### src/rtl/core/lsac_pkg.sv
// lsac_pkg: shared constants, codes and types of the lru set-associative cache core
// used by every interface and module of the block; depends on nothing
`timescale 1ns / 1ps

package lsac_pkg;

  localparam int MAX_SET_BITS = 8;
  localparam int SET_W        = MAX_SET_BITS;
  localparam int SET_COUNT    = 1 << MAX_SET_BITS;
  localparam int WAYS         = 8;
  localparam int WAY_W        = 3;
  localparam int RANK_W       = 3;
  localparam int ADDR_W       = 64;
  localparam int CNT_W        = 32;
  localparam int SB_W         = 4;
  localparam int BB_W         = 6;
  localparam int NW_W         = 4;
  localparam int SHIFT_W      = 7;
  localparam int CFG_IDX_W    = 2;
  localparam int CFG_DATA_W   = 6;

  // access kinds
  localparam logic [1:0] FUNC_INSTR  = 2'd0;
  localparam logic [1:0] FUNC_LOAD   = 2'd1;
  localparam logic [1:0] FUNC_STORE  = 2'd2;
  localparam logic [1:0] FUNC_MODIFY = 2'd3;

  // access outcomes
  localparam logic [1:0] OUT_HIT   = 2'd0;
  localparam logic [1:0] OUT_FILL  = 2'd1;
  localparam logic [1:0] OUT_EVICT = 2'd2;

  // configuration register indexes
  localparam logic [CFG_IDX_W-1:0] CFG_SET_BITS   = 2'd0;
  localparam logic [CFG_IDX_W-1:0] CFG_BLOCK_BITS = 2'd1;
  localparam logic [CFG_IDX_W-1:0] CFG_WAYS       = 2'd2;

  typedef logic [WAYS-1:0][ADDR_W-1:0] tag_row_t;

  typedef struct packed {
    logic [WAYS-1:0]             valid;
    logic [WAYS-1:0][RANK_W-1:0] rank;
  } meta_t;

  typedef struct packed {
    logic [1:0]       outcome;
    logic [WAY_W-1:0] way;
    meta_t            meta_nxt;
  } decision_t;

endpackage

### src/rtl/core/lsac_way_select.sv
// lsac_way_select: hit search, free-way search, lru victim pick and rank update for one set
// depends on lsac_pkg
`timescale 1ns / 1ps

module lsac_way_select (
  input  lsac_pkg::meta_t         meta,
  input  lsac_pkg::tag_row_t      tags,
  input  logic [lsac_pkg::ADDR_W-1:0] tag,
  input  logic [lsac_pkg::NW_W-1:0]   nw,
  output lsac_pkg::decision_t     dec
);
  import lsac_pkg::*;

  logic             hit_found;
  logic [WAY_W-1:0] hit_way;
  logic             free_found;
  logic [WAY_W-1:0] free_way;
  logic [WAY_W-1:0] victim;
  logic [WAY_W-1:0] sel;
  logic             was_valid;
  logic [RANK_W:0]  old_rank;

  always_comb begin
    hit_found  = 1'b0;
    hit_way    = '0;
    free_found = 1'b0;
    free_way   = '0;
    // descending scan so the lowest way wins
    for (int w = WAYS - 1; w >= 0; w--) begin
      if (NW_W'(w) < nw) begin
        if (meta.valid[w] && tags[w] == tag) begin
          hit_found = 1'b1;
          hit_way   = WAY_W'(w);
        end
        if (!meta.valid[w]) begin
          free_found = 1'b1;
          free_way   = WAY_W'(w);
        end
      end
    end
    // oldest in-use way, lowest on a tie
    victim = '0;
    for (int w = 1; w < WAYS; w++) begin
      if (NW_W'(w) < nw && meta.rank[w] > meta.rank[victim]) begin
        victim = WAY_W'(w);
      end
    end
  end

  always_comb begin
    if (hit_found) begin
      sel         = hit_way;
      was_valid   = 1'b1;
      dec.outcome = OUT_HIT;
    end else if (free_found) begin
      sel         = free_way;
      was_valid   = 1'b0;
      dec.outcome = OUT_FILL;
    end else begin
      sel         = victim;
      was_valid   = 1'b1;
      dec.outcome = OUT_EVICT;
    end
    old_rank = was_valid ? {1'b0, meta.rank[sel]} : (RANK_W + 1)'(WAYS);
    dec.way  = sel;
    dec.meta_nxt = meta;
    // age the valid lines younger than the touched one
    for (int v = 0; v < WAYS; v++) begin
      if (WAY_W'(v) != sel && meta.valid[v] && {1'b0, meta.rank[v]} < old_rank &&
          meta.rank[v] != {RANK_W{1'b1}}) begin
        dec.meta_nxt.rank[v] = meta.rank[v] + 1'b1;
      end
    end
    dec.meta_nxt.rank[sel]  = '0;
    dec.meta_nxt.valid[sel] = 1'b1;
  end

endmodule
### config.mk
export PLATFORM = sky130hd
export DESIGN_NAME = lsac_way_select
export DESIGN_NICKNAME = d
export VERILOG_FILES = /design/src/rtl/core/lsac_pkg.sv /design/src/rtl/core/lsac_way_select.sv
export SDC_FILE = /design/constraint.sdc
export NUM_CORES = 1
export LEC_CHECK = 0
export BUFFER_PORTS_ARGS = -buffer_cell sky130_fd_sc_hd__buf_2
export CORE_AREA = 5 5 253 255
export DETAILED_ROUTE_END_ITERATION = 12
export DIE_AREA = 0 0 258 260
export GPL_ROUTABILITY_DRIVEN = 0
export PLACE_DENSITY_LB_ADDON = 0.05
export SLEW_MARGIN = 40
export SYNTH_ARGS = -nofsm -noshare
export SYNTH_HDL_FRONTEND = slang
export SYNTH_SLANG_ARGS = --single-unit
### constraint.sdc
create_clock -name vclk -period 14.32
set_clock_uncertainty 0.2 [all_clocks]
set_input_delay 0.716 -clock vclk [all_inputs]
set_output_delay 0.716 -clock vclk [all_outputs]
set_load 0.01 [all_outputs]
After elaboration in Yosys (flattened, before gate mapping). Cells that the tools add are included.

Register bits after elaboration: 0. Latch bits: 0. Memory bits (writable): 0. ROM bits: 0. Input bits: 612. Output and inout port bits: 37. Memories kept: 0.

Add/subtract/negate cells: 8. $mul: 0. Div/mod/pow operators: 0. Order comparisons: 31. Equality and inequality tests: 23. Shift operators: 0. Mux-type cells: 104. Bitwise logic cells: 3. Reduce and logical (&&, ||, !) cells: 41.

Operators by type and width (count): equality test 64 bit (8); two-way mux 3 bit (56); binary-select mux 3 bit (select 3 bit) (7); logical AND 1 bit (40); two-way mux 1 bit (36); < comparator 3 x 4 -> 1 bit (8); < comparator 3 x 4 -> 1 bit (second input constant) (7); adder 3 x 1 -> 3 bit (second input constant) (8); bitwise AND 24 bit (1); != test 3 bit (second input constant) (8); inverter 24 bit (1); greater-than comparator 3 bit (7); < comparator 3 x 4 -> 1 bit (first input constant) (4); != test 3 bit (first input constant) (4); demux 3 bit (select 3 bit) (1); < comparator 1 x 4 -> 1 bit (first input constant) (2); < comparator 2 x 4 -> 1 bit (first input constant) (2); OR 8 bit (1); != test 2 x 3 -> 1 bit (first input constant) (2); two-way mux 2 bit (2); two-way mux 4 bit (1); demux 1 bit (select 3 bit) (1); >= comparator 3 x 1 -> 1 bit (second input constant) (1); != test 1 x 3 -> 1 bit (first input constant) (1); nonzero test 3 bit (1).

Longest topological paths before layout. Gate-level depths: netlist of run 1.

Word-level depth: 43. Mapped depth: 71. Depth with buffers taken out: 66.

Worst setup path after synthesis of run 1. Ideal clock, no wire load.

Kind: input to output. Start point: input port meta[1] in the netlist's numbering. End point: output port dec[13] in the netlist's numbering. Arrival: 12.494 ns. Data required time: 13.404 ns. Setup slack: 0.910 ns. Stages: 64. Cells stage by stage: inv_1 > ha_1 > nor2b_1 > o21a_1 > o21a_1 > a21oi_1 > ha_1 > nor2b_1 > o21a_1 > o21ai_1 > clkbuf_1 > nor2_1 > a21o_1 > ha_1 > nor2b_1 > o21a_1 > o21ai_0 > mux2i_1 > (+28 left out) > o211ai_1 > nand4_1 > o21a_1 > or3b_1 > buf_2 > nand2_2 > inv_2 > buf_2 > mux2i_1 > nand2_1 > o311ai_0 > a21o_1 > ha_1 > a21oi_1 > o211a_1 > and2_1 > a31oi_1 > mux2i_1.

RTL lines: start, declared (line lsac_way_select.sv:6) `input lsac_pkg::meta_t meta,`; end, declared (line lsac_way_select.sv:10) `output lsac_pkg::decision_t dec`.

==> flow_summary.json, run 1 <==
{
  "seqCellArea_um2": 0,
  "postCtsHoldBufs": 0,
  "holdWs_ps": 1600,
  "criticalPathCategory": "in2out",
  "finalSetupViolCount": 0,
  "slowest_stage": "or3b_4",
  "final.setup.tns_ps": 0,
  "yosys.area.top_type_share": 0.202,
  "synth_area_mm2": 0.0100,
  "dpl-instance-area_mm2": 0.0141,
  "design.core.area_mm2": 0.0614,
  "stdcell_area_mm2": 0.0143,
  "clock.fmax_ghz": 0.0738,
  "globalRoute.totalOverflow": 0,
  "drt_pre_antenna_iters": 7,
  "hold_viol": 0,
  "status": "complete, no violations",
  "postSynthAreaPerCell_um2": 7.10,
  "required_ps": 13400,
  "cpPeakStageDelay_ps": 450,
  "max-slew-margin-rel": 0.479,
  "ys_seq_area_frac": 0,
  "synth.most_common_cell": "xor2_1",
  "yosysWarnings": 0,
  "drt_iter0_drc": 1092,
  "leakage_nw": 6.39,
  "port_buffers": 649,
  "grt_usage": 0.272,
  "critPathArrivalTime_ps": 12640,
  "start_util": 0.163,
  "die_x_um": 258,
  "num_rows": 91,
  "min_period_over_period": 0.946,
  "peakVddDrop_mv": 0.0348,
  "io_pins": 649,
  "post-place-ws_ps": 15.1,
  "drive_gt1_frac": 0.368,
  "startpoint_type": "primary input",
  "synth_area_leaders": "xor2_1 20%, xnor2_1 14%, nand2b_1 7.1%, ha_1 6.6%, nor4_1 6.2%",
  "tightest_slew_ps": 780,
  "grt_pass1_vias": 14615,
  "antenna_found_initial": 46,
  "place_hpwl_mm": 82.2,
  "hp-class": "in2out",
  "via_count": 13936,
  "p_per_area_mw_per_mm2": 50.1,
  "dieArea_mm2": 0.0671,
  "grt_max_degree": 18,
  "netlist_top_cells_count": "231 x xor2_1, 157 x xnor2_1, 113 x nand2b_1",
  "fin_ws_ps": 769,
  "ys_types": 76,
  "area_growth_pct": 42.5,
  "syn-instance-count": 1409,
  "die_y_um": 260,
  "num-fill-cells": 7043,
  "wirelength_mm": 97.3,
  "wl_per_cell_um": 34.5,
  "ant_nets": 0,
  "synth_nets": 2074,
  "cp_common_cell": "o21a_1",
  "cp-end-kind": "output pin",
  "max_cap_violations": 0,
  "worst-path-max-fanout": 17,
  "yosys.area.top_type": "xor2_1",
  "via_per_inst": 4.94,
  "nNetsFinal": 2677,
  "period_minus_slack_ps": 13550,
  "grt_pass1_wl_mm": 126,
  "clkbuf_count": 0,
  "report.final.slew_viol_count": 0,
  "n_sequential_cell": 0,
  "drc": 0,
  "power_w": 0.000714
}
[final timing paths]
kind      from  endpoint  slack, ps  depth (start not counted)
max    meta[4]   dec[14]        770                         62
min   meta[31]   dec[31]       1600                          3
[area by class of cell]
class | count | area, um^2 | share of cell area
Tap cell | 790 | 988 | 0.0693
Timing Repair Buffer | 680 | 3480 | 0.244
Multi-Input combinational cell | 1242 | 9410 | 0.660
Antenna cell | 19 | 47.5 | 0.00333
Inverter | 88 | 330 | 0.0232
[kinds of logic after synthesis]
family          after synthesis  synth area share
simple gates                538             0.317
fa+ha+maj                    53            0.0663
xor+xnor                    388             0.340
compound gates              239             0.178
buf+inv                     167            0.0730
mux                          24            0.0258
[per-layer routing]
| metal | track usage | share of wire | wire, um | up-vias |
|---|---|---|---|---|
| met5 | 0 | 0.0023 | 221 | - |
| met1 | 0.328 | 0.39 | 38100 | 6792 |
| met2 | 0.506 | 0.51 | 49400 | 655 |
| met3 | 0.0477 | 0.072 | 7000 | 125 |
| met4 | 0.0549 | 0.026 | 2540 | 32 |
| li1 | - | - | - | 6332 |
[where the power goes]
| part | internal, W | switching (W) |
|---|---|---|
| clock network | 0.000000000179 | 0 |
| registers | 0 | 0 |
| logic | 0.000297 | 0.000417 |
[worst max-delay path, delay by kind of cell]
kind                     cells  cell delay [ps]
AND/OR/NAND/NOR             16             2630
buffers and inverters        3              500
adder cells (fa/ha/maj)      8             2250
multiplexers                 4              800
AO/OA/AOI/OAI               31             5690
[per-stage QoR]
stage,instances,utilization
floorplan,1409,-
global placement,2795,0.229
detailed placement,2795,0.229
CTS,2795,0.229
global route,2806,0.232
finish,2819,0.232
[what timing repair did]
action,in CTS,in global routing
pin swaps,0,3
resized for setup,2,24
setup buffers,0,5
endpoints found under the setup margin,4,24
[cells in the final DEF, fill, tap and decap left out, types with 32 or more instances in the layout]
cell type  instances
xor2_1           231
ha_1              53
nor2b_1           37
inv_1             78
nor4_1            98
xnor2_1          157
nand2b_1         113
nand3_1           32
nor2_1            34
nand4_1           87
buf_2            648
nand2_1           60
(Power assumes the default switching activity.)
==> inputs of run 2 (changes only) <==
Settings changed: BUFFER_PORTS_ARGS -buffer_cell sky130_fd_sc_hd__buf_2 to not set, DONT_BUFFER_PORTS set to 1.
==> run 2 against run 1 <==
Sequential share of layout area did not move. Critical path type unchanged. Critical path depth rose by 6. Non-clock buffer count shrank 627. Largest power group unchanged. Global-route usage fell by 1.1 points. Via count decreased by 16%.
==> flow_summary.json, run 2 (synthesis gave the netlist of run 1 again) <==
{
  "via_per_inst": 5.38,
  "num-fill-cells": 7077,
  "min_period_over_period": 0.940,
  "critPathTopFamily": "compound AO/OA/AOI/OAI gates",
  "required_ps": 13400,
  "place_hpwl_mm": 79.4,
  "p_per_area_mw_per_mm2": 47.1,
  "power_w": 0.000523,
  "finalSetupViolCount": 0,
  "antenna_found_initial": 10,
  "fin_ws_ps": 863,
  "seqCellArea_um2": 0,
  "nNetsFinal": 2050,
  "hp-class": "in2out",
  "final_cell_mix": "231 x xor2_1, 157 x xnor2_1, 113 x nand2b_1",
  "wirelength_mm": 94.1,
  "grt_max_degree": 18,
  "drt_iter0_drc": 849,
  "stdcell_area_mm2": 0.0111,
  "drive_gt1_frac": 0.0788,
  "globalRoute.totalOverflow": 0,
  "cpPeakStageDelay_ps": 440,
  "grt_usage": 0.261,
  "max_cap_violations": 0,
  "clock.fmax_ghz": 0.0743,
  "final_common_cell": "xor2_1",
  "rsz0062_at_grt": "no",
  "peakVddDrop_mv": 0.0251,
  "final.setup.tns_ps": 0,
  "cp_common_cell": "o21a_1",
  "n_sequential_cell": 0,
  "drt_pre_antenna_iters": 5,
  "path_depth": 68,
  "report.final.slew_viol_count": 0,
  "startpoint_type": "primary input",
  "grt_pass1_wl_mm": 119,
  "holdWs_ps": 1350,
  "postCtsHoldBufs": 0,
  "num_rows": 91,
  "grt_pass1_vias": 12208,
  "multi_input_area_mm2": 0.00937,
  "via_count": 11715,
  "setup.worst_path.end": "dec[4]",
  "slowest_stage": "or3b_4",
  "area_growth_pct": 10.9,
  "hold_viol": 0,
  "design.core.area_mm2": 0.0614,
  "cp-end-kind": "output pin",
  "leakage_nw": 3.92,
  "clkbuf_count": 0,
  "criticalPathCategory": "in2out",
  "io_pins": 649,
  "die_y_um": 260,
  "max-slew-margin-rel": 0.436,
  "drc": 0,
  "dpl-instance-area_mm2": 0.0110,
  "dieArea_mm2": 0.0671,
  "post-place-ws_ps": 136,
  "die_x_um": 258,
  "crit_buf_inv": 7,
  "crit_start": "meta[1]",
  "worst-path-max-fanout": 17,
  "critPathArrivalTime_ps": 12540,
  "wl_per_cell_um": 43.2,
  "ant_nets": 0,
  "port_buffers": 0,
  "period_minus_slack_ps": 13460,
  "start_util": 0.163,
  "status": "complete, no violations",
  "tightest_slew_ps": 840
}
## run 2: cell count changes in the layout (fill, tap and decap cells not counted), sizes merged
cell    before  now
diode       19    4
buf        679   53
clkbuf       1    0
## run 2: worst min path at each step
stage	from	end	slack, ps	cells past startpoint
after floorplan	meta[24]	dec[24]	1340	1
after global placement	meta[26]	dec[26]	1350	1
after detailed placement	meta[30]	dec[30]	1350	1
after CTS	meta[30]	dec[30]	1350	1
after global routing	meta[30]	dec[30]	1350	1
final	meta[30]	dec[30]	1350	1
## run 2: per-layer routing
| layer | global-route usage | wire (um) |
|---|---|---|
| met2 | 0.475 | 47000 |
| met5 | 0 | 34 |
| met4 | 0.0749 | 3450 |
| met3 | 0.0637 | 7170 |
| met1 | 0.304 | 36400 |
## run 2: per-stage QoR
step | instances | util
after floorplan | 1409 | -
after global placement | 2166 | 0.178
after detailed placement | 2167 | 0.179
after CTS | 2167 | 0.179
after global routing | 2176 | 0.181
final | 2177 | 0.181
## run 2: repair_timing
item                                    CTS  global route
resized for setup                         0            23
endpoints found under the setup margin    0            24
setup buffers                             0             6
## run 2: layout make-up
type / instances / share of cell area
inverters: 88 / 0.0300
repair buffers: 53 / 0.0356
well taps: 790 / 0.0890
multi-input cells: 1242 / 0.844
diodes: 4 / 0.000902
## run 2: power breakdown
part	total [W]	leakage (nW)	internal, W	switching, W
Combinational	0.000523	3.92	0.000244	0.000279
Sequential	0	0	0	0
Clock	0.0000000000378	0.0000254	0.0000000000378	0
==> inputs of run 3 (changes only) <==
Clock period 14.32 ns to 14.25 ns, I/O delays scaled along.
==> run 3 against run 2 <==
Clock-buffer cell count is the same. Wire length is essentially flat. Power grew 3.3%. Flip-flop and latch count is the same. Via count shrank 0.33%. Sequential share of layout area is the same. Final cell count grew 0.14%.
==> flow_summary.json, run 3 (synthesis gave the netlist of run 1 again) <==
{
  "startpoint_type": "primary input",
  "grt_usage": 0.262,
  "clkbuf_count": 0,
  "cp-end-kind": "output pin",
  "swShare": 0.525,
  "hp-class": "in2out",
  "grt_max_degree": 18,
  "hold_depth": 1,
  "min_period_over_period": 0.940,
  "drt_iter0_drc": 844,
  "worst-path-max-fanout": 17,
  "required_ps": 13340,
  "die_x_um": 258,
  "seqCellArea_um2": 0,
  "peakVddDrop_mv": 0.0344,
  "crit_buf_inv": 8,
  "post-place-ws_ps": 1.43,
  "globalRoute.totalOverflow": 0,
  "grt_pass1_vias": 12298,
  "place_hpwl_mm": 79.3,
  "stdcell_area_mm2": 0.0111,
  "cpPeakStageDelay_ps": 450,
  "power_w": 0.000540,
  "final_cell_mix": "231 x xor2_1, 157 x xnor2_1, 113 x nand2b_1",
  "final_common_cell": "xor2_1",
  "drive_gt1_frac": 0.0829,
  "n_sequential_cell": 0,
  "ant_nets": 0,
  "via_per_inst": 5.36,
  "min-delay-start": "meta[30]",
  "clock.fmax_ghz": 0.0747,
  "postCtsHoldBufs": 0,
  "p_sw_w": 0.000283,
  "design.core.area_mm2": 0.0614,
  "start_util": 0.163,
  "p_seq_frac": 0,
  "cell_internal_pwr_w": 0.000257,
  "criticalPathCategory": "in2out",
  "num_rows": 91,
  "wirelength_mm": 94.0,
  "period_minus_slack_ps": 13400,
  "drc": 0,
  "drt_pre_antenna_iters": 7,
  "leakage_nw": 3.95,
  "hold_viol": 0,
  "via_count": 11676,
  "slowest_stage": "or3b_4",
  "antenna_found_initial": 7,
  "tightest_slew_ps": 811,
  "grt_pass1_wl_mm": 120,
  "critPathTopFamily": "compound AO/OA/AOI/OAI gates",
  "max_cap_violations": 0,
  "p_per_area_mw_per_mm2": 48.4,
  "wl_per_cell_um": 43.1,
  "finalSetupViolCount": 0,
  "cp_common_cell": "o21a_1",
  "report.final.slew_viol_count": 0,
  "pwr-share-comb": 1.000,
  "dpl-instance-area_mm2": 0.0110,
  "max-slew-margin-rel": 0.452,
  "nNetsFinal": 2054,
  "clkPwrFrac": 0,
  "port_buffers": 0,
  "io_pins": 649,
  "hold-path-endpoint": "dec[30]",
  "area_growth_pct": 11.4,
  "final.setup.tns_ps": 0,
  "die_y_um": 260,
  "status": "complete, no violations",
  "critPathArrivalTime_ps": 12480,
  "fin_ws_ps": 854,
  "dieArea_mm2": 0.0671
}
run 3: changes by cell type in the layout (fill, tap and decap cells not counted), sizes merged:
cell,change
buf,+4
diode,-1
run 3: cell type report:
| cell class | instances | area (um^2) |
|---|---|---|
| Multi-Input combinational cell | 1242 | 9390 |
| Inverter | 88 | 333 |
| Antenna cell | 3 | 7.51 |
| Tap cell | 790 | 988 |
| Fill cell | 7028 | 50200 |
| Timing Repair Buffer | 57 | 425 |
run 3: timing repair:
| action | CTS | global route |
|---|---|---|
| setup buffers | 0 | 8 |
| endpoints found under the setup margin | 6 | 24 |
| gates cloned | 0 | 0 |
| gates resized for setup | 1 | 25 |
| pin swaps | 0 | 1 |
run 3: per-layer routing:
metal,track usage,vias up,part of all wire
met5,0,-,0.00036
met4,0.0796,6,0.038
met3,0.0669,112,0.075
met2,0.475,620,0.50
met1,0.303,5870,0.39
li1,-,5068,-
run 3: how the worst max path moves through the flow:
stage / from / to / cells after the start
2_1_floorplan: meta[1] / dec[13] / 64
3_3_place_gp: meta[1] / dec[4] / 66
3_5_place_dp: meta[1] / dec[14] / 64
4_1_cts: meta[1] / dec[4] / 64
5_1_grt: meta[1] / dec[5] / 66
6_report: meta[1] / dec[10] / 65
run 3: through the flow:
step                      utilization  cells  hold slack (ps)
final                           0.182   2180             1340
after global routing            0.182   2180             1340
after CTS                       0.179   2169             1340
after detailed placement        0.179   2169             1340
after global placement          0.179   2168             1340
after floorplan                     -   1409             1330
run 3: power by group through the flow:
stage / combinational (W) / clock, W / sequential [W]
after CTS: 0.000510 / 0 / 0
final: 0.000540 / 0.0000000000289 / 0
after floorplan: 0.000392 / 0 / 0
after global placement: 0.000509 / 0 / 0
after global routing: 0.000597 / 0.0000000000286 / 0
after detailed placement: 0.000507 / 0 / 0
